[config.mk]
export PLATFORM = sky130hd
export DESIGN_NAME = tcb_ram
export DESIGN_NICKNAME = d
export VERILOG_FILES = /design/src/tcb_ram.sv
export SDC_FILE = /design/constraint.sdc
export NUM_CORES = 2
export LEC_CHECK = 0
export ABC_AREA = 1
export BUFFER_PORTS_ARGS = -buffer_cell sky130_fd_sc_hd__buf_2
export CORE_ASPECT_RATIO = 1.1
export CORE_MARGIN = 2
export CORE_UTILIZATION = 57
export DETAILED_ROUTE_END_ITERATION = 10
export PLACE_DENSITY_LB_ADDON = 0.25
export SLEW_MARGIN = 30
export SYNTH_ARGS = -nofsm -noshare
export SYNTH_HDL_FRONTEND = slang
export SYNTH_SLANG_ARGS = --single-unit
[constraint.sdc]
create_clock -name clk -period 2 [get_ports clk]
set_clock_uncertainty 0.2 [all_clocks]
set_input_delay 0.5 -clock clk [delete_from_list [all_inputs] [get_ports clk]]
set_output_delay 0.5 -clock clk [all_outputs]
set_load 0.02 [all_outputs]
[src/tcb_ram.sv]
// Generic single-write, single-read RAM with registered read data.
module tcb_ram #(
	parameter int WIDTH = 8,
	parameter int DEPTH = 256,
	localparam int AW = (DEPTH > 1) ? $clog2(DEPTH) : 1
) (
	input  logic             clk,
	input  logic             we,
	input  logic [AW-1:0]    waddr,
	input  logic [WIDTH-1:0] wdata,
	input  logic             re,
	input  logic [AW-1:0]    raddr,
	output logic [WIDTH-1:0] rdata
);

	logic [WIDTH-1:0] mem [DEPTH];

	always_ff @(posedge clk) begin
		if (we) begin
			mem[waddr] <= wdata;
		end
		if (re) begin
			rdata <= mem[raddr];
		end
	end

endmodule

==> flow_metrics.env <==
export IMPL_rsz0062_at_grt="true"
export IMPL_min_path_type="input port to register"
export IMPL_cts_root_buf="clkbuf_16"
export IMPL_dp_cells=9230
export IMPL_worstSetupPathType="register to output pin"
export IMPL_antenna_found_initial=9
export IMPL_hold_viol=0
export IMPL_clk_latency_ns=0.85
export IMPL_clkSinkCount=2056
export IMPL_antenna_left=0
export IMPL_status="complete, but fails checks"
export IMPL_required_ns=1.30
export IMPL_path_max_fanout=1
export IMPL_fp_dieH_um=405
export IMPL_cts_htree_levels=4
export IMPL_ir_drop_mv=0.989
export IMPL_cts_tree="built"
export IMPL_synth_seq_area_share=0.740
export IMPL_yosys_area_top_type="edfxtp_1"
export IMPL_synthToLayoutAreaGrowth_pct=18.9
export IMPL_synthTopCellsByArea="edfxtp_1 74%, nand3_1 12%, nand2_1 9.5%"
export IMPL_slew_limit_headroom=0.575
export IMPL_crit_buf_inv=1
export IMPL_ios=35
export IMPL_clockBufferDepth=3
export IMPL_gp_congestion=0.971
export IMPL_cp_startpoint="rdata[3]"
export IMPL_leakagePower_nw=35.8
export IMPL_setup_viol=9
export IMPL_timing_final_ws_setup_ns=-0.219
export IMPL_io_buffers=34
export IMPL_syn_area_um2=83500
export IMPL_viasPerCell=6.05
export IMPL_stdcell_count=9614
export IMPL_startpoint_type="register"
export IMPL_violations="negative setup slack"
export IMPL_final_cell_mix="2,112 x nand2_1, 2,056 x edfxtp_1, 1,918 x nand3_1, 557 x buf_4, 246 x nor2_1"
export IMPL_synth_top_area_frac=0.740
export IMPL_syn_area_per_cell_um2=11.9
export IMPL_nets=7542
export IMPL_cp_cell_sequence="buf_6"
export IMPL_grt_use_total=0.312
export IMPL_tightest_slew_ns=0.638
export IMPL_fin_crit_sh=1.11
export IMPL_hpwl_um=145000
export IMPL_die_width_um=369
export IMPL_overflow=0
export IMPL_path_delay_family="flip-flops"
export IMPL_max_freq_mhz=451
export IMPL_period_needed_ns=2.22
export IMPL_wl_um=236000
export IMPL_dieArea_um2=150000
export IMPL_cts_buffers=193
export IMPL_grt_max_degree=77
export IMPL_synth_cells=7003
export IMPL_end_kind="output pin"
export IMPL_synth_seq_cells=2056
export IMPL_synth_cell_type_count=13
export IMPL_slew_viol_final=0
export IMPL_drc=0
export IMPL_fin_util=0.681
export IMPL_wl_per_cell_um=24.6
export IMPL_syn_num_nets=7030
export IMPL_initial_utilization=0.573
export IMPL_drt_iter0_markers=8103
export IMPL_clkTransAtPathRegs_ns=0.06
export IMPL_reg2reg_from="mem[40][5]"
export IMPL_final_common_cell="nand2_1"
export IMPL_drive_gt1_frac=0.157
export IMPL_grt_first_pass_wirelength_um=347000
export IMPL_yosysWarnings=0
export IMPL_core_um2=146000
export IMPL_power_density_nw_per_um2=913
export IMPL_row_count=147
export IMPL_slowest_delay_ns=0.48
export IMPL_power_w=0.0906
export IMPL_dr_pass1_iters=6
export IMPL_cap_violations=0
export IMPL_vias=58100
export IMPL_critPathArrivalTime_ns=1.52
export IMPL_crit_slowest_cell="edfxtp_1"
export IMPL_min_from="raddr[6]"
export IMPL_grt_pass1_vias=55600
==> tightest hold or removal path: stages <==
cell and delay, ns:
buf_2 0.12, inv_1 0.07, buf_12 0.16, nand3_1 0.09
nand2_1 0.06, nand2_1 0.05, nand2_1 0.05
==> final timing paths <==
path | endpoint | slack, ns | cells past startpoint
worst min register to register | rdata[4] | 0.89 | 10
worst max register to register | rdata[5] | 0.04 | 10
worst max-delay path | rdata[3] | -0.22 | 1
worst min-delay path | rdata[4] | 0.23 | 7
==> where the power goes <==
part / internal (W) / total, W / switching (W)
logic: 0.00212 / 0.00664 / 0.00453
clock network: 0.0207 / 0.0364 / 0.0157
registers: 0.0475 / 0.0475 / 0.0000386
==> sequential cells by signal, summed over array words and instances, names as in the netlist <==
| name | count |
|---|---|
| rdata | 8 |
| mem | 2048 |
==> through the flow <==
| step | worst slack, ns | hold slack (ns) | setup TNS [ns] | area (µm²) |
|---|---|---|---|---|
| 2_1_floorplan | -0.0741 | 0.399 | -77.22 | 84200 |
| 3_3_place_gp | -1.10 | 0.658 | -212.12 | 91800 |
| 3_5_place_dp | -1.13 | 0.658 | -250.11 | 91800 |
| 4_1_cts | -0.259 | 0.172 | -1.50 | 98400 |
| 5_1_grt | -0.221 | 0.230 | -1.38 | 99200 |
| 6_report | -0.219 | 0.230 | -1.22 | 99300 |
==> per-layer routing <==
| layer | GRT usage | vias to the layer above | routed length (µm) |
|---|---|---|---|
| met4 | 0.156 | 10 | 12700 |
| met2 | 0.497 | 3234 | 112000 |
| met5 | 0 | - | 80 |
| li1 | - | 25900 | - |
| met3 | 0.0544 | 601 | 23600 |
| met1 | 0.419 | 28400 | 87900 |
==> cell type report <==
class	count	area, µm²
Multi-Input combinational cell	4425	20000
Fill cell	10000	46400
Tap cell	1937	2420
Timing Repair inverter	1	11.3
Timing Repair Buffer	799	8640
Clock buffer	240	5110
Sequential cell	2056	61700
Antenna cell	6	15.0
Clock inverter	111	1120
Inverter	39	195
==> cells by family (layout without fill, tap and decap cells) <==
logic type | after synthesis | in the layout | synth area share
flops | 2056 | 2056 | 0.740
buf+inv | 522 | 1190 | 0.0312
other cells | 0 | 6 | 0
simple gates | 4425 | 4425 | 0.229
==> Yosys cell counts <==
library cell	count
inv_1	36
inv_2	2
buf_4	46
buf_2	268
nand3_1	2019
nand2_1	2123
inv_4	1
buf_6	16
clkbuf_1	112
buf_8	1
edfxtp_1	2056
nor2_1	283
buf_1	40
==> timing repair <==
item,CTS,global route
setup endpoints to repair,16,16
gates resized for setup,62,106
gates cloned,2,6
hold endpoints to repair,197,0
pin swaps,1,6
setup buffers,0,10
hold buffers,10,0
No activity file was read; power rests on OpenSTA's default activity.
