--- src/tcb_pkg.sv ---
// Shared types and constants for the text cell buffer.
package tcb_pkg;

	typedef enum logic [2:0] {
		OP_MOVE  = 3'd0,
		OP_PUT   = 3'd1,
		OP_READ  = 3'd2,
		OP_CLEAR = 3'd3,
		OP_TOUCH = 3'd4,
		OP_SCAN  = 3'd5
	} tcb_op_t;

	typedef enum logic [2:0] {
		S_INIT,
		S_IDLE,
		S_CLEAR,
		S_TOUCH,
		S_SCAN,
		S_DONE
	} tcb_state_t;

	localparam logic [1:0] STAT_OK    = 2'd0;
	localparam logic [1:0] STAT_RANGE = 2'd1;
	localparam logic [1:0] STAT_NONE  = 2'd2;

	localparam logic [2:0] CFG_TOP  = 3'd0;
	localparam logic [2:0] CFG_LEFT = 3'd1;
	localparam logic [2:0] CFG_ROWS = 3'd2;
	localparam logic [2:0] CFG_COLS = 3'd3;
	localparam logic [2:0] CFG_ATTR = 3'd4;

	localparam logic [7:0] CH_NL    = 8'd10;
	localparam logic [7:0] CH_CR    = 8'd13;
	localparam logic [7:0] CH_TAB   = 8'd9;
	localparam logic [7:0] CH_SPACE = 8'd32;
	localparam logic [7:0] TAB_STEP = 8'd8;
	localparam logic [7:0] TAB_MASK = ~8'd7;

	typedef struct packed {
		logic [4:0] top;
		logic [6:0] left;
		logic [4:0] rows;
		logic [6:0] cols;
		logic [7:0] attr;
		logic [6:0] r_end;
		logic [8:0] c_end;
		logic       empty;
	} tcb_win_t;

	typedef struct packed {
		logic [4:0] row;
		logic [6:0] col;
		logic [1:0] status;
		logic       on_screen;
		logic       store;
	} tcb_cur_t;

endpackage

--- src/tcb_cursor.sv ---
// Cursor update, screen position and cell address for single-cell operations.
module tcb_cursor #(
	parameter int SCREEN_ROWS = 24,
	parameter int SCREEN_COLS = 80,
	localparam int CELLS = SCREEN_ROWS * SCREEN_COLS,
	localparam int AW = (CELLS > 1) ? $clog2(CELLS) : 1
) (
	input  tcb_pkg::tcb_win_t win,
	input  logic [2:0]        operation,
	input  logic [4:0]        target_row,
	input  logic [6:0]        target_col,
	input  logic [7:0]        char_code,
	input  logic [4:0]        cur_row,
	input  logic [6:0]        cur_col,
	output tcb_pkg::tcb_cur_t nxt,
	output logic [AW-1:0]     addr
);
	import tcb_pkg::*;

	logic [5:0] sy;
	logic [7:0] sx;
	logic       on_screen;
	logic [4:0] nl_row;
	logic [7:0] tab_col;
	logic [7:0] inc_col;

	always_comb begin
		sy = 6'(cur_row) + 6'(win.top);
		sx = 8'(cur_col) + 8'(win.left);
		on_screen = (32'(sy) < SCREEN_ROWS) && (32'(sx) < SCREEN_COLS);
		addr = AW'(32'(sy) * SCREEN_COLS + 32'(sx));
		nl_row = ((6'(cur_row) + 6'd1) < 6'(win.rows)) ? cur_row + 5'd1 : cur_row;
		tab_col = (8'(cur_col) + TAB_STEP) & TAB_MASK;
		inc_col = 8'(cur_col) + 8'd1;

		nxt.row = cur_row;
		nxt.col = cur_col;
		nxt.status = STAT_OK;
		nxt.on_screen = on_screen;
		nxt.store = 1'b0;

		case (tcb_op_t'(operation))
			OP_MOVE: begin
				if (target_row < win.rows && target_col < win.cols) begin
					nxt.row = target_row;
					nxt.col = target_col;
				end else begin
					nxt.status = STAT_RANGE;
				end
			end
			OP_PUT: begin
				if (!on_screen) begin
					nxt.status = STAT_RANGE;
				end else begin
					case (char_code)
						CH_NL: begin
							nxt.row = nl_row;
							nxt.col = 7'd0;
						end
						CH_CR: nxt.col = 7'd0;
						CH_TAB: begin
							if (tab_col >= 8'(win.cols)) begin
								nxt.row = nl_row;
								nxt.col = 7'd0;
							end else begin
								nxt.col = tab_col[6:0];
							end
						end
						default: begin
							nxt.store = 1'b1;
							if (inc_col >= 8'(win.cols)) begin
								nxt.row = nl_row;
								nxt.col = 7'd0;
							end else begin
								nxt.col = inc_col[6:0];
							end
						end
					endcase
				end
			end
			OP_READ: begin
				if (!on_screen) begin
					nxt.status = STAT_RANGE;
				end
			end
			OP_CLEAR: begin
				nxt.row = 5'd0;
				nxt.col = 7'd0;
			end
			OP_TOUCH: ;
			OP_SCAN: begin
				if (win.empty) begin
					nxt.status = STAT_NONE;
				end
			end
			default: nxt.status = STAT_RANGE;
		endcase
	end

endmodule
--- config.mk ---
export PLATFORM = sky130hd
export DESIGN_NAME = tcb_cursor
export DESIGN_NICKNAME = d
export VERILOG_FILES = /design/src/tcb_pkg.sv /design/src/tcb_cursor.sv
export SDC_FILE = /design/constraint.sdc
export NUM_CORES = 1
export LEC_CHECK = 0
export BUFFER_PORTS_ARGS = -buffer_cell sky130_fd_sc_hd__buf_2
export CAP_MARGIN = 20
export CORE_ASPECT_RATIO = 2
export CORE_MARGIN = 1
export CORE_UTILIZATION = 40
export DETAILED_ROUTE_END_ITERATION = 10
export PLACE_DENSITY_LB_ADDON = 0.25
export SLEW_MARGIN = 30
export SYNTH_ARGS = -nofsm -noshare
export SYNTH_HDL_FRONTEND = slang
export SYNTH_SLANG_ARGS = --single-unit
--- constraint.sdc ---
create_clock -name vclk -period 3.2
set_input_delay 0 -clock vclk [all_inputs]
set_output_delay 0 -clock vclk [all_outputs]
set_load 0.05 [all_outputs]
==> reports/metrics.json <==
{
  "area.sequential_um2": 0,
  "critPathLaunchType": "input pin",
  "grt_antenna_before_repair": 0,
  "route.antenna.remaining_nets": 0,
  "drt_pass1_iterations": 4,
  "layout-drive-gt1-share": 0.2950,
  "seq_area_frac_synth": 0,
  "hold_slack_ns": 0.4192,
  "post-cts-setup-buffers": 0,
  "n_antenna_cell": 0,
  "slew_limit_fails": 0,
  "grt_use_total": 0.2153,
  "vias_per_cell": 5.567,
  "timing.final.crit_share": 0.9405,
  "timing.critical_path.required_ns": 3.20,
  "number_of_distinct_library_cell_variants_in_the_gate_level_netlist_after_synthesis": 53,
  "cellPowerDensity_mw_per_mm2": 420.6,
  "arrival_ns": 3.01,
  "pre_cts_slack_ns": 0.1873,
  "timing.hold.worst_endpoint": "nxt[11]",
  "routed-via-count": 2455,
  "mappedNetlistArea_mm2": 0.002207,
  "finalWeightedCongestion": 0.8384,
  "worstSetupPathType": "input pin to output pin",
  "n_sequential_cell": 0,
  "status": "finished, final reports clean",
  "routed_wire_length_per_instance_um": 13.86,
  "grt_max_degree": 13,
  "worst_hold_path.num_cells": 4,
  "initial_utilization": 0.4219,
  "core_area_mm2": 0.005231,
  "maximum_operating_frequency_ghz": 0.3323,
  "setup.worst_path.start": "cur_row[0]",
  "postSynthAreaPerCell_um2": 7.482,
  "grt_overflow": 0,
  "synth_cells": 295,
  "launch_instance_of_the_worst_min_delay_path": "target_row[0]",
  "die-area_mm2": 0.005837,
  "yosys-top-cells-area": "ha_1, xnor2_1, inv_1, nand2_1, nor2_1",
  "drt-total-wl_um": 6114,
  "final_nets": 524,
  "cp-end-kind": "output pin",
  "power.static_leakage_nw": 1.463,
  "placementRows": 37,
  "dpl.hpwl_um": 5453,
  "port_buffers": 87,
  "slew_headroom": 0.5565,
  "netlist.top_cell.by_area": "ha_1",
  "vdd_drop_max_mv": 0.6002,
  "detail_route.drc_violations": 0,
  "finalCriticalPeriod_ns": 3.010,
  "grt_pass1_wl_um": 9597,
  "die_width_um": 54.53,
  "num_io_pins": 111,
  "final_hold_viol_count": 0,
  "chipHeight_um": 107.1,
  "totalNegativeSetupSlack_ns": 0,
  "cap_viol_max_count": 0,
  "first_global_vias": 2348,
  "layout_common_cells": "buf_2, ha_1, inv_1, nand2_1, nor2_1",
  "mostFrequentLayoutCell": "buf_2",
  "rsz_0062_raised_after_global_routing": "no",
  "finalWorstSetupSlack_ns": 0.1902,
  "worst_min_delay_path_category": "input pin to output pin",
  "ys_warns": 0,
  "worst_slew_pin_slew_ns": 0.6641,
  "critical_path.max_fanout": 6,
  "yosys.area.top_type_share": 0.2891,
  "report.final.setup_viol": 0,
  "drtIter0Drc": 63,
  "nClkBuffers": 0,
  "layout-area-overhead-vs-synth_pct": 24.09,
  "postSynthNetCount": 434
}
-- stage by stage --
step / power [mW] / cells / utilization / area (µm²)
5_1_grt: 1.236 / 441 / 0.5236 / 2739
3_3_place_gp: 1.130 / 441 / 0.5226 / 2734
6_report: 1.152 / 441 / 0.5236 / 2739
2_1_floorplan: 0.8929 / 295 / - / 2215
4_1_cts: 1.153 / 441 / 0.5226 / 2734
3_5_place_dp: 1.147 / 441 / 0.5226 / 2734
-- metal layers --
| layer | up-vias | share of wire | GRT usage |
|---|---|---|---|
| li1 | 1250 | - | - |
| met1 | 1142 | 0.35 | 0.2074 |
| met2 | 59 | 0.60 | 0.4556 |
| met3 | 4 | 0.036 | 0.007092 |
| met4 | 0 | 0.011 | 0.03114 |
| met5 | - | 0 | 0 |
-- synthesized netlist by cell type, drive strengths merged --
library cell,count
a2111oi,1
a211oi,3
a21o,10
a21oi,16
a221o,1
a22oi,5
a31o,1
a31oi,1
a32o,1
a41o,1
and2,1
and3,4
and4b,2
buf,2
clkbuf,2
fa,4
ha,51
inv,31
mux2i,2
nand2,30
nand2b,7
nand3,12
nand3b,1
nor2,26
nor2b,2
nor3,4
nor3b,3
nor4,1
o2111a,1
o211ai,7
o21ai,19
o21bai,3
o311ai,4
o31a,1
o32a,1
o41ai,1
or2,2
or4,3
or4b,1
xnor2,17
xor2,10
-- worst max-delay path, cell delays in order --
cell	delay, ns
buf_2	0.15
ha_1	0.20
inv_1	0.06
fa_1	0.39
nand2b_1	0.16
a21oi_1	0.17
xor2_1	0.22
ha_1	0.29
ha_1	0.29
a21o_1	0.18
a21oi_1	0.17
xnor2_1	0.15
xnor2_1	0.19
xnor2_2	0.14
buf_2	0.27
-- kinds of logic after synthesis --
| family | Yosys count | share of synthesized area |
|---|---|---|
| xor+xnor | 27 | 0.1071 |
| buf+inv | 35 | 0.06463 |
| compound gates | 77 | 0.2687 |
| fa+ha+maj | 55 | 0.3254 |
| mux | 2 | 0.009071 |
| simple gates | 99 | 0.2251 |
-- final cells by class --
type | count | area (µm²)
Inverter | 31 | 116.4
Multi-Input combinational cell | 260 | 2077
Fill cell | 569 | 2492
Timing Repair Buffer | 92 | 473.0
Tap cell | 58 | 72.57
-- report_power, final --
part / internal, mW / leakage [nW] / total [mW] / switching, mW
clock: 0 / 0 / 0 / 0
combinational: 0.366 / 1.46 / 1.15 / 0.785
sequential: 0 / 0 / 0 / 0
total: 0.366 / 1.46 / 1.15 / 0.785
-- how the worst max path moves through the flow --
stage	cells past startpoint	slack, ns	to
2_1_floorplan	11	0.26	addr[9]
3_3_place_gp	15	0.22	addr[10]
3_5_place_dp	15	0.19	addr[10]
4_1_cts	15	0.17	addr[10]
5_1_grt	15	0.004	addr[10]
6_report	15	0.19	addr[10]
-- repair_timing --
item | in CTS | in global routing
resized for setup | 0 | 1
endpoints found under the setup margin | 0 | 1
hold buffers | 0 | 0
(Power assumes the default switching activity.)
