[config.mk]
export PLATFORM = sky130hd
export DESIGN_NAME = tcb_cfg
export DESIGN_NICKNAME = d
export VERILOG_FILES = /design/src/tcb_pkg.sv /design/src/tcb_cfg.sv
export SDC_FILE = /design/constraint.sdc
export NUM_CORES = 1
export LEC_CHECK = 0
export ABC_AREA = 0
export ABC_CLOCK_PERIOD_IN_PS = 3310
export BUFFER_PORTS_ARGS = -buffer_cell sky130_fd_sc_hd__buf_2
export CAP_MARGIN = 20
export CORE_ASPECT_RATIO = 1.5
export CORE_MARGIN = 8
export CORE_UTILIZATION = 45
export DETAILED_ROUTE_END_ITERATION = 6
export GPL_ROUTABILITY_DRIVEN = 0
export GPL_TIMING_DRIVEN = 0
export PLACE_DENSITY = 0.74
export SLEW_MARGIN = 25
export SYNTH_ARGS = -nofsm -noshare
export SYNTH_HDL_FRONTEND = slang
export SYNTH_SLANG_ARGS = --single-unit
export TNS_END_PERCENT = 50
[constraint.sdc]
create_clock -name clk -period 3.31 [get_ports clk]
set_input_delay 0.1655 -clock clk [delete_from_list [all_inputs] [get_ports clk]]
set_output_delay 0.1655 -clock clk [all_outputs]
set_load 0.02 [all_outputs]
[src/tcb_pkg.sv]
// Shared types and constants for the text cell buffer.
package tcb_pkg;

	typedef enum logic [2:0] {
		OP_MOVE  = 3'd0,
		OP_PUT   = 3'd1,
		OP_READ  = 3'd2,
		OP_CLEAR = 3'd3,
		OP_TOUCH = 3'd4,
		OP_SCAN  = 3'd5
	} tcb_op_t;

	typedef enum logic [2:0] {
		S_INIT,
		S_IDLE,
		S_CLEAR,
		S_TOUCH,
		S_SCAN,
		S_DONE
	} tcb_state_t;

	localparam logic [1:0] STAT_OK    = 2'd0;
	localparam logic [1:0] STAT_RANGE = 2'd1;
	localparam logic [1:0] STAT_NONE  = 2'd2;

	localparam logic [2:0] CFG_TOP  = 3'd0;
	localparam logic [2:0] CFG_LEFT = 3'd1;
	localparam logic [2:0] CFG_ROWS = 3'd2;
	localparam logic [2:0] CFG_COLS = 3'd3;
	localparam logic [2:0] CFG_ATTR = 3'd4;

	localparam logic [7:0] CH_NL    = 8'd10;
	localparam logic [7:0] CH_CR    = 8'd13;
	localparam logic [7:0] CH_TAB   = 8'd9;
	localparam logic [7:0] CH_SPACE = 8'd32;
	localparam logic [7:0] TAB_STEP = 8'd8;
	localparam logic [7:0] TAB_MASK = ~8'd7;

	typedef struct packed {
		logic [4:0] top;
		logic [6:0] left;
		logic [4:0] rows;
		logic [6:0] cols;
		logic [7:0] attr;
		logic [6:0] r_end;
		logic [8:0] c_end;
		logic       empty;
	} tcb_win_t;

	typedef struct packed {
		logic [4:0] row;
		logic [6:0] col;
		logic [1:0] status;
		logic       on_screen;
		logic       store;
	} tcb_cur_t;

endpackage

[src/tcb_cfg.sv]
// Window configuration registers and window clamping.
module tcb_cfg #(
	parameter int SCREEN_ROWS = 24,
	parameter int SCREEN_COLS = 80
) (
	input  logic              clk,
	input  logic              arst_n,
	input  logic              cfg_valid,
	input  logic [2:0]        cfg_index,
	input  logic [7:0]        cfg_data,
	output tcb_pkg::tcb_win_t win
);
	import tcb_pkg::*;

	logic [4:0] top_q;
	logic [6:0] left_q;
	logic [4:0] rows_q;
	logic [6:0] cols_q;
	logic [7:0] attr_q;
	logic [5:0] r_bound;
	logic [7:0] c_bound;
	logic [6:0] r_end;
	logic [8:0] c_end;

	always_ff @(posedge clk or negedge arst_n) begin
		if (!arst_n) begin
			top_q  <= 5'd0;
			left_q <= 7'd0;
			rows_q <= 5'd24;
			cols_q <= 7'd80;
			attr_q <= 8'd0;
		end else if (cfg_valid) begin
			case (cfg_index)
				CFG_TOP:  top_q  <= cfg_data[4:0];
				CFG_LEFT: left_q <= cfg_data[6:0];
				CFG_ROWS: rows_q <= cfg_data[4:0];
				CFG_COLS: cols_q <= cfg_data[6:0];
				CFG_ATTR: attr_q <= cfg_data;
				default: ;
			endcase
		end
	end

	always_comb begin
		r_bound = 6'(top_q) + 6'(rows_q);
		c_bound = 8'(left_q) + 8'(cols_q);
		r_end = (32'(r_bound) > SCREEN_ROWS) ? 7'(SCREEN_ROWS) : 7'(r_bound);
		c_end = (32'(c_bound) > SCREEN_COLS) ? 9'(SCREEN_COLS) : 9'(c_bound);
		win.top   = top_q;
		win.left  = left_q;
		win.rows  = rows_q;
		win.cols  = cols_q;
		win.attr  = attr_q;
		win.r_end = r_end;
		win.c_end = c_end;
		win.empty = (7'(top_q) >= r_end) || (9'(left_q) >= c_end);
	end

endmodule

==> flow_summary.html, run 1 <==
<table>
<tr><th>Metric</th><th>Value</th></tr>
<tr><th colspan="2">Clock tree</th></tr>
<tr><td>TritonCTS buffer count</td><td>5</td></tr>
<tr><td>Clock slew at the register clock pins of the worst setup and hold paths</td><td>0.06 ns</td></tr>
<tr><td>Clk sink count</td><td>32</td></tr>
<tr><td>Post-CTS Setup Repair Bufs</td><td>0</td></tr>
<tr><td>Count of H-tree levels built during CTS</td><td>2</td></tr>
<tr><td>Clock latency reported for the late side of the worst-skew pair</td><td>0.27 ns</td></tr>
<tr><td>CTS tree</td><td>yes</td></tr>
<tr><td>Cell chosen for the clock root</td><td>clkbuf_8</td></tr>
<tr><td>Longest Clk Path Bufs</td><td>2</td></tr>
<tr><th colspan="2">Power and ir drop</th></tr>
<tr><td>Total Power</td><td>0.002454 W</td></tr>
<tr><td>Share of total power consumed by net switching</td><td>45.80%</td></tr>
<tr><td>Worst IR drop on VDD</td><td>0.3247 mV</td></tr>
<tr><td>Proportion of power drawn by the clock network</td><td>11.9%</td></tr>
<tr><td>Sw power</td><td>about 0.0011 W</td></tr>
<tr><td>Combinational share of power</td><td>64.6%</td></tr>
<tr><td>Portion of total power attributed to sequential cells</td><td>23.5%</td></tr>
<tr><td>Leakage power total</td><td>between 1 and 1.5 nW</td></tr>
<tr><td>Total power density per cell area</td><td>939.0 nW/um^2</td></tr>
<tr><td>Design internal power</td><td>approximately 0.0013 W</td></tr>
<tr><th colspan="2">Timing</th></tr>
<tr><td>Tightest slew margin relative to the limit</td><td>53.29%</td></tr>
<tr><td>Worst setup skew after layout</td><td>0 ns</td></tr>
<tr><td>Slew at the pin with the worst max-slew slack</td><td>0.6992 ns</td></tr>
<tr><td>RSZ-0062 raised after global routing</td><td>yes</td></tr>
<tr><td>Min Clock Period, post-route</td><td>3.960 ns</td></tr>
<tr><td>Sum Neg Setup Slack</td><td>-0.6503 ns</td></tr>
<tr><td>Final number of hold-violating endpoints</td><td>0</td></tr>
<tr><td>Final max-slew violation count</td><td>0</td></tr>
<tr><td>Final setup slack of the worst path</td><td>-0.6503 ns</td></tr>
<tr><td>Setup violators final</td><td>1</td></tr>
<tr><td>Final worst path period share</td><td>119.6%</td></tr>
<tr><td>Highest Clock Rate</td><td>between 200 and 300 MHz</td></tr>
<tr><th colspan="2">Critical path</th></tr>
<tr><td>Worst Path Arrival</td><td>around 3.8 ns</td></tr>
<tr><td>CP Capture Type</td><td>output port</td></tr>
<tr><td>Kind of critical path</td><td>register to output port</td></tr>
<tr><td>Crit Path Max Fanout</td><td>9</td></tr>
<tr><td>Critical path launch point type</td><td>register</td></tr>
<tr><td>Data required time of the critical path</td><td>3.14 ns</td></tr>
<tr><td>CP Launch Point</td><td>left_q[0]</td></tr>
<tr><td>Launching point of the worst reg2reg path</td><td>left_q[2]</td></tr>
<tr><th colspan="2">Synthesis</th></tr>
<tr><td>Count of cell types in the netlist</td><td>39</td></tr>
<tr><td>Synth Flop Type</td><td>dfrtp_1</td></tr>
<tr><td>Number of flops mapped to enable cells by yosys</td><td>0</td></tr>
<tr><td>Number of synthesis warnings</td><td>0</td></tr>
<tr><td>Count of mapped cells out of synthesis</td><td>193</td></tr>
<tr><td>Async set-or-reset flop fraction in the synthesized netlist</td><td>100.0%</td></tr>
<tr><td>Share of synthesized area occupied by flip-flops and latches</td><td>about 39%</td></tr>
<tr><td>Cell Area, Synth</td><td>between 2000 and 2500 um^2</td></tr>
<tr><td>Mean instance size in the synthesized netlist</td><td>10.76 um^2</td></tr>
<tr><td>Flops &amp; latches, synth</td><td>32</td></tr>
<tr><th colspan="2">Place</th></tr>
<tr><td>Post-DP HPWL</td><td>3913 um</td></tr>
<tr><td>Placed cell count</td><td>302</td></tr>
<tr><td>Quantity of I/O buffers inserted on ports</td><td>58</td></tr>
<tr><td>Pre-CTS setup slack</td><td>-0.4586 ns</td></tr>
<tr><th colspan="2">Final layout</th></tr>
<tr><td>Relative area change from synthesis to final layout</td><td>25.92%</td></tr>
<tr><td>Final Core Density</td><td>58.52%</td></tr>
<tr><td>Storage cell area</td><td>808.3 um^2</td></tr>
<tr><td>Area of combinational cells with multiple inputs</td><td>around 1300 um^2</td></tr>
<tr><td>Layout cells sized above 1</td><td>44.87%</td></tr>
<tr><td>Fin cells</td><td>311</td></tr>
<tr><td>Antenna cell count</td><td>0</td></tr>
<tr><td>Count of fill cells added during filler insertion</td><td>393</td></tr>
<tr><td>Net count reported at finish</td><td>300</td></tr>
<tr><th colspan="2">Global routing</th></tr>
<tr><td>Maximum number of pins on one net before global-route repair</td><td>33</td></tr>
<tr><td>Overall overflow remaining after global route</td><td>0</td></tr>
<tr><td>Overall track demand over capacity in global routing</td><td>around 14%</td></tr>
<tr><td>Busiest layer in global routing</td><td>met2</td></tr>
<tr><td>Global-route wire length before repair</td><td>7852 um</td></tr>
<tr><td>GR met2 Demand/Resource</td><td>24.36%</td></tr>
<tr><td>Met1 global-route usage</td><td>14.47%</td></tr>
<tr><td>Number of global-route vias before repair</td><td>1663</td></tr>
<tr><td>Initial antenna violation count</td><td>0</td></tr>
<tr><td>Met3 Track Usage GR</td><td>3.323%</td></tr>
<tr><th colspan="2">Detailed routing</th></tr>
<tr><td>Vias</td><td>1628</td></tr>
<tr><td>Post-DRT Antenna Nets</td><td>0</td></tr>
<tr><td>Mean number of vias per cell</td><td>5.235</td></tr>
<tr><td>Overall routed net length</td><td>approximately 4800 um</td></tr>
<tr><td>Drt first-iter violations</td><td>56</td></tr>
<tr><td>Routed length per placed instance</td><td>15.38 um</td></tr>
<tr><td>First-pass DRT Iterations</td><td>4</td></tr>
<tr><td>Post-detailed-route DRC marker count</td><td>0</td></tr>
<tr><th colspan="2">Flow run</th></tr>
<tr><td>Max-cap violations</td><td>0</td></tr>
<tr><th colspan="2">Hold path</th></tr>
<tr><td>Hold Path Origin</td><td>cfg_data[7]</td></tr>
<tr><td>Hold WC Path Type</td><td>input port to register</td></tr>
<tr><th colspan="2">Die</th></tr>
<tr><td>Die X-Extent</td><td>approximately 70 um</td></tr>
<tr><td>Number of top-level pins</td><td>63</td></tr>
<tr><td>Overall die area</td><td>a little over 7000 um^2</td></tr>
<tr><td>Effective utilization at floorplan</td><td>46.47%</td></tr>
<tr><td>Core Rows</td><td>30</td></tr>
<tr><td>Area inside the core boundary</td><td>4467 um^2</td></tr>
<tr><td>Die span in y</td><td>~100 um</td></tr>
<tr><th colspan="2">Run status</th></tr>
<tr><td>Failing checks</td><td>negative setup slack</td></tr>
<tr><td>Run status</td><td>complete, but fails checks</td></tr>
</table>
## cell type report
cell class	instances	share of cell area (%)
inverter	14	2.011
sequential	32	30.92
multi-input combinational	144	48.11
timing repair buffer	59	11.49
tap	48	2.298
clock buffer	8	3.447
buffer	6	1.723
## per-layer routing
metal	up-vias	part of all wire (%)
met3	9	4.2
met1	764	40
met2	40	52
met4	0	3.2
li1	815	-
met5	-	0
## power groups by stage
stage | sequential (W) | combinational [W] | clock, W
floorplan | 0.000672 | 0.00106 | 0
global placement | 0.000582 | 0.00156 | 0
detailed placement | 0.000584 | 0.00159 | 0
CTS | 0.000578 | 0.00161 | 0.000303
global route | 0.000589 | 0.00176 | 0.000325
finish | 0.000576 | 0.00159 | 0.000292
## cells in the final DEF, fill, tap and decap left out, drive strengths merged
master        n
xor2          4
mux2         30
nand3         5
o21ai         9
nor3b         2
nor2b         3
a21o          7
conb          4
nand2         9
nor3          1
and3b         1
nor2          9
or3           1
o311ai        1
and2          5
nand4         1
fa            2
nand2b        2
and4          1
a211oi        1
a2111oi       1
ha           22
clkbuf        9
buf          63
dfstp         4
dlygate4sd3   1
inv          14
or2           4
xnor2         4
o31ai         1
o21bai        1
o41ai         1
nand3b        2
dfrtp        28
a21oi         9
nor4          1
## cell families (layout without fill, tap and decap cells)
logic type      Yosys count  in the layout  share of synthesized area [%]
compound gates           31             31                          9.645
xor+xnor                  8              8                          3.375
fa+ha+maj                24             24                          15.19
buf+inv                  20             87                          4.400
flops                    32             32                          38.82
mux                      30             30                          16.27
other cells               1              4                         0.1807
simple gates             47             47                          12.12
## worst max-delay path, stage by stage, from the launching register on
cell       delay (ns)
dfrtp_2          0.44
ha_4             0.18
fa_2             0.37
a211oi_2         0.23
o21ai_1          0.11
nand3_1          0.10
xnor2_1          0.06
and2_1           0.14
or3_1            0.38
buf_6            0.15
or2_1            0.21
ha_2             0.17
a21o_1           0.17
a21oi_1          0.13
o21ai_1          0.10
a2111oi_2        0.25
o311ai_2         0.16
buf_2            0.19
## path summary, 6_finish.rpt
kind                       depth (start not counted)         to  slack (ns)
hold / removal                                     2  attr_q[7]        0.13
max in group asynchronous                          2  cols_q[0]        2.32
setup reg to reg                                   1  left_q[2]        2.46
min in group asynchronous                          2  attr_q[6]        0.49
setup / recovery                                  17     win[0]       -0.65
hold reg to reg                                    1  attr_q[4]        0.50
## state kept, by name, indices dropped and copies added, names as in the netlist
signal and flops:
left_q 7, cols_q 7, rows_q 5, top_q 5, attr_q 8
## synth_stat cells (2+ instances only)
master / number / share of area, %
mux2_2: 30 / 16
dfrtp_1: 28 / 34
ha_1: 22 / 13
inv_1: 14 / 2.5
nand2_1: 9 / 1.6
nor2_1: 9 / 1.6
a21oi_1: 8 / 1.9
o21ai_0: 8 / 1.9
a21o_1: 7 / 2.5
and2_1: 5 / 1.5
nand3_1: 5 / 1.2
buf_4: 4 / 1.4
dfstp_2: 4 / 5.1
xnor2_1: 4 / 1.7
xor2_1: 4 / 1.7
nor2b_1: 3 / 0.90
or2_1: 3 / 0.90
fa_1: 2 / 1.9
nand2b_1: 2 / 0.60
nand3b_1: 2 / 0.72
nor3b_1: 2 / 0.72
## stage by stage
stage / instance area, um^2 / hold WS (ns)
2_1_floorplan: 2147 / -0.1301
3_3_place_gp: 2497 / 0.2401
3_5_place_dp: 2497 / 0.2422
4_1_cts: 2605 / 0.1182
5_1_grt: 2614 / 0.1382
6_report: 2614 / 0.1257
## what timing repair did
item | CTS | global route
hold buffers | 1 | 0
resized for setup | 1 | 1
endpoints found under the hold margin | 28 | 0
pin swaps | 0 | 1
setup endpoints to repair | 1 | 1
Note: power is estimated with default switching activity, not from simulation.
==> run 2: changes to the inputs <==
--- a/config.mk
+++ b/config.mk
@@ -11,11 +11,11 @@
 export CAP_MARGIN = 20
 export CORE_ASPECT_RATIO = 1.5
 export CORE_MARGIN = 8
-export CORE_UTILIZATION = 45
+export CORE_UTILIZATION = 40
 export DETAILED_ROUTE_END_ITERATION = 6
 export GPL_ROUTABILITY_DRIVEN = 0
 export GPL_TIMING_DRIVEN = 0
-export PLACE_DENSITY = 0.74
+export PLACE_DENSITY = 0.67
 export SLEW_MARGIN = 25
 export SYNTH_ARGS = -nofsm -noshare
 export SYNTH_HDL_FRONTEND = slang
==> run 2 against run 1 <==
The run still ends with negative setup slack left. Power is 7.5% higher. Flip-flop and latch count did not move. Combinational power is 7% higher. Sequential share of layout area shrank 1.1 points. Via count rose by 3.4%. Final cell count grew 7.7%. Global-route usage fell by 0.25 points. Sequential power barely moved. Worst setup slack worse by 0.043 ns.
==> flow_summary.html, run 2 (synthesized netlist as in run 1, its figures left out) <==
<table>
<tr><th>Metric</th><th>Value</th></tr>
<tr><th colspan="2">Power and ir drop</th></tr>
<tr><td>Proportion of power drawn by the clock network</td><td>13.7% (was 11.9%)</td></tr>
<tr><td>Portion of total power attributed to sequential cells</td><td>21.9% (was 23.5%)</td></tr>
<tr><td>Combinational share of power</td><td>64.4% (was 64.6%)</td></tr>
<tr><td>Leakage power total</td><td>1.350 nW (was 1.320 nW)</td></tr>
<tr><td>Total power density per cell area</td><td>975.3 nW/um^2 (was 939.0 nW/um^2)</td></tr>
<tr><td>Design internal power</td><td>0.001442 W (was 0.001330 W)</td></tr>
<tr><td>Sw power</td><td>0.001197 W (was 0.001124 W)</td></tr>
<tr><td>Worst IR drop on VDD</td><td>0.4617 mV (was 0.3247 mV)</td></tr>
<tr><td>Share of total power consumed by net switching</td><td>45.35% (was 45.80%)</td></tr>
<tr><td>Total Power</td><td>0.002639 W (was 0.002454 W)</td></tr>
<tr><th colspan="2">Final layout</th></tr>
<tr><td>Relative area change from synthesis to final layout</td><td>30.38% (was 25.92%)</td></tr>
<tr><td>Layout cells sized above 1</td><td>47.94% (was 44.87%)</td></tr>
<tr><td>Final Core Density</td><td>53.22% (was 58.52%)</td></tr>
<tr><td>Register name with the most flops</td><td>attr_q (unchanged)</td></tr>
<tr><td>Most used cells in the layout excluding fill and tap cells</td><td>57 x buf_2, 30 x mux2_2, 26 x dfrtp_1 (was 58 x buf_2, 30 x mux2_2, 26 x dfrtp_1)</td></tr>
<tr><td>Largest register FFs</td><td>8 (unchanged)</td></tr>
<tr><td>Post-route cell area</td><td>2706 um^2 (was 2614 um^2)</td></tr>
<tr><td>Leading registers by flop count</td><td>attr_q x8, cols_q x7, left_q x7 (unchanged)</td></tr>
<tr><td>Antenna cell count</td><td>0 (unchanged)</td></tr>
<tr><td>Most common library cell in the layout ignoring fill and taps</td><td>buf_2 (unchanged)</td></tr>
<tr><td>Net count reported at finish</td><td>304 (was 300)</td></tr>
<tr><th colspan="2">Hold path</th></tr>
<tr><td>Hold WC Path Type</td><td>input port to register (unchanged)</td></tr>
<tr><th colspan="2">Die</th></tr>
<tr><td>Die span in y</td><td>104.2 um (was 99.18 um)</td></tr>
<tr><td>Die X-Extent</td><td>74.82 um (was 71.46 um)</td></tr>
<tr><td>Core Rows</td><td>32 (was 30)</td></tr>
<tr><td>Overall die area</td><td>7798 um^2 (was 7087 um^2)</td></tr>
<tr><td>Area inside the core boundary</td><td>5085 um^2 (was 4467 um^2)</td></tr>
<tr><td>Effective utilization at floorplan</td><td>40.82% (was 46.47%)</td></tr>
<tr><td>Number of top-level pins</td><td>63 (unchanged)</td></tr>
<tr><th colspan="2">Clock tree</th></tr>
<tr><td>Clk sink count</td><td>32 (unchanged)</td></tr>
<tr><td>Cell chosen for the clock root</td><td>clkbuf_8 (unchanged)</td></tr>
<tr><td>Longest Clk Path Bufs</td><td>2 (unchanged)</td></tr>
<tr><td>Count of H-tree levels built during CTS</td><td>2 (unchanged)</td></tr>
<tr><td>Clock latency reported for the late side of the worst-skew pair</td><td>0.27 ns (about the same)</td></tr>
<tr><td>Clock slew at the register clock pins of the worst setup and hold paths</td><td>0.07 ns (was 0.06 ns)</td></tr>
<tr><td>TritonCTS buffer count</td><td>5 (unchanged)</td></tr>
<tr><td>CTS tree</td><td>yes (unchanged)</td></tr>
<tr><th colspan="2">Critical path</th></tr>
<tr><td>Kind of critical path</td><td>register to output port (unchanged)</td></tr>
<tr><td>Data required time of the critical path</td><td>3.14 ns (about the same)</td></tr>
<tr><td>Worst Path Arrival</td><td>3.84 ns (was 3.79 ns)</td></tr>
<tr><td>Crit path top cell by count</td><td>a21oi_2 (was o21ai_1)</td></tr>
<tr><td>Biggest cell delay along the critical path</td><td>0.44 ns (about the same)</td></tr>
<tr><td>Cell breakdown of the critical path</td><td>ha_4 -&gt; fa_2 -&gt; xor2_1 -&gt; o41ai_2 -&gt; a21oi_2 -&gt; or3_4 -&gt; or2_1 -&gt; ha_2 -&gt; a21o_1 -&gt; a21oi_2 -&gt; o21ai_1 -&gt; a2111oi_2 -&gt; o311ai_2 -&gt; buf_4 (was ha_4 -&gt; fa_2 -&gt; a211oi_2 -&gt; o21ai_1 -&gt; nand3_1 -&gt; xnor2_1 -&gt; and2_1 -&gt; or3_1 -&gt; buf_6 -&gt; or2_1 -&gt; ha_2 -&gt; a21o_1 -&gt; a21oi_1 -&gt; o21ai_1 -&gt; a2111oi_2 -&gt; o311ai_2 -&gt; buf_2)</td></tr>
<tr><td>Critical path launch point type</td><td>register (unchanged)</td></tr>
<tr><td>Crit Path Max Fanout</td><td>5 (was 9)</td></tr>
<tr><td>CP bufs+invs</td><td>1 (was 2)</td></tr>
<tr><td>Category of cells accounting for the largest share of critical-path delay</td><td>compound AO/OA/AOI/OAI gates (unchanged)</td></tr>
<tr><td>CP Capture Type</td><td>output port (unchanged)</td></tr>
<tr><td>Critical-path top delay cell</td><td>dfrtp_2 (unchanged)</td></tr>
<tr><th colspan="2">Global routing</th></tr>
<tr><td>Maximum number of pins on one net before global-route repair</td><td>33 (unchanged)</td></tr>
<tr><td>Overall overflow remaining after global route</td><td>0 (unchanged)</td></tr>
<tr><td>Global-route wire length before repair</td><td>8418 um (was 7852 um)</td></tr>
<tr><td>Initial antenna violation count</td><td>0 (unchanged)</td></tr>
<tr><td>Overall track demand over capacity in global routing</td><td>13.61% (was 13.86%)</td></tr>
<tr><td>Number of global-route vias before repair</td><td>1738 (was 1663)</td></tr>
<tr><th colspan="2">Flow run</th></tr>
<tr><td>Max-cap violations</td><td>0 (unchanged)</td></tr>
<tr><th colspan="2">Place</th></tr>
<tr><td>Post-DP HPWL</td><td>4139 um (was 3913 um)</td></tr>
<tr><td>Placed inst area</td><td>2522 um^2 (was 2497 um^2)</td></tr>
<tr><td>Quantity of I/O buffers inserted on ports</td><td>58 (unchanged)</td></tr>
<tr><th colspan="2">Run status</th></tr>
<tr><td>Failing checks</td><td>negative setup slack (unchanged)</td></tr>
<tr><td>Run status</td><td>complete, but fails checks (unchanged)</td></tr>
<tr><th colspan="2">Detailed routing</th></tr>
<tr><td>Post-DRT Antenna Nets</td><td>0 (unchanged)</td></tr>
<tr><td>Vias</td><td>1684 (was 1628)</td></tr>
<tr><td>Post-detailed-route DRC marker count</td><td>0 (unchanged)</td></tr>
<tr><td>Mean number of vias per cell</td><td>5.027 (was 5.235)</td></tr>
<tr><td>Drt first-iter violations</td><td>58 (was 56)</td></tr>
<tr><td>Routed length per placed instance</td><td>15.40 um (was 15.38 um)</td></tr>
<tr><td>Overall routed net length</td><td>5158 um (was 4782 um)</td></tr>
<tr><td>First-pass DRT Iterations</td><td>4 (unchanged)</td></tr>
<tr><th colspan="2">Timing</th></tr>
<tr><td>Sum Neg Setup Slack</td><td>-0.6936 ns (was -0.6503 ns)</td></tr>
<tr><td>Worst hold slack after final layout</td><td>0.1207 ns (was 0.1257 ns)</td></tr>
<tr><td>Final number of hold-violating endpoints</td><td>0 (unchanged)</td></tr>
<tr><td>Setup violators final</td><td>1 (unchanged)</td></tr>
<tr><td>Final worst path period share</td><td>121.0% (was 119.6%)</td></tr>
<tr><td>Slew at the pin with the worst max-slew slack</td><td>1.017 ns (was 0.6992 ns)</td></tr>
<tr><td>Final setup slack of the worst path</td><td>-0.6936 ns (was -0.6503 ns)</td></tr>
<tr><td>Highest Clock Rate</td><td>249.8 MHz (was 252.5 MHz)</td></tr>
<tr><td>Tightest slew margin relative to the limit</td><td>31.68% (was 53.29%)</td></tr>
<tr><td>Final max-slew violation count</td><td>0 (unchanged)</td></tr>
<tr><td>Worst setup skew after layout</td><td>0 ns (unchanged)</td></tr>
<tr><td>RSZ-0062 raised after global routing</td><td>yes (unchanged)</td></tr>
<tr><td>Min Clock Period, post-route</td><td>4.004 ns (was 3.960 ns)</td></tr>
</table>
==> run 2: worst reg2reg max path: stages (launching register included) <==
cell	delay, ns
dfrtp_2	0.44
buf_4	0.14
mux2_2	0.25
==> run 2: power groups by stage <==
stage               registers (W)  logic (W)  clock network (W)
floorplan                0.000672    0.00106                  0
global placement         0.000583    0.00157                  0
detailed placement       0.000586    0.00160                  0
CTS                      0.000579    0.00162           0.000373
global route             0.000591    0.00188           0.000396
finish                   0.000577    0.00170           0.000363
==> run 2: timing repair <==
item,CTS,global route
gates cloned,0,1
buffers inserted,0,4
endpoints found under the setup margin,1,1
gates resized for setup,1,7
endpoints found under the hold margin,28,0
pin swaps,0,15
hold buffers,1,0
==> run 2: stage by stage <==
| step | cells | setup slack, ns |
|---|---|---|
| after CTS | 331 | -0.7064 |
| after global routing | 335 | -0.9450 |
| after global placement | 322 | -0.4297 |
| final | 335 | -0.6936 |
| after floorplan | 196 | -0.1626 |
| after detailed placement | 322 | -0.4381 |
==> run 2: cell type report <==
class	count	area [um^2]
inverter	14	52.55
tap	68	85.08
multi-input combinational	145	1282
clock inverter	3	42.54
buffer	5	33.78
fill	481	2379
timing repair buffer	63	332.8
clock buffer	5	68.82
sequential	32	808.3
==> run 2: worst paths after layout <==
path                             start        end  depth (start not counted)  slack, ns
min reg2reg                  attr_q[4]  attr_q[4]                          1       0.50
min in group asynchronous       arst_n  cols_q[5]                          2       0.46
max in group asynchronous       arst_n  left_q[0]                          2       2.36
max reg2reg                  cols_q[0]  cols_q[0]                          2       2.37
min                        cfg_data[7]  attr_q[7]                          2       0.12
max                          left_q[0]     win[0]                         14      -0.69
==> run 2: routing by layer <==
| metal | global-route usage [%] | share of wire, % | up-vias |
|---|---|---|---|
| li1 | - | - | 825 |
| met1 | 15.37 | 39 | 820 |
| met2 | 23.70 | 55 | 35 |
| met3 | 2.510 | 4.5 | 4 |
| met4 | 5.211 | 1.2 | 0 |
| met5 | 0 | 0 | - |
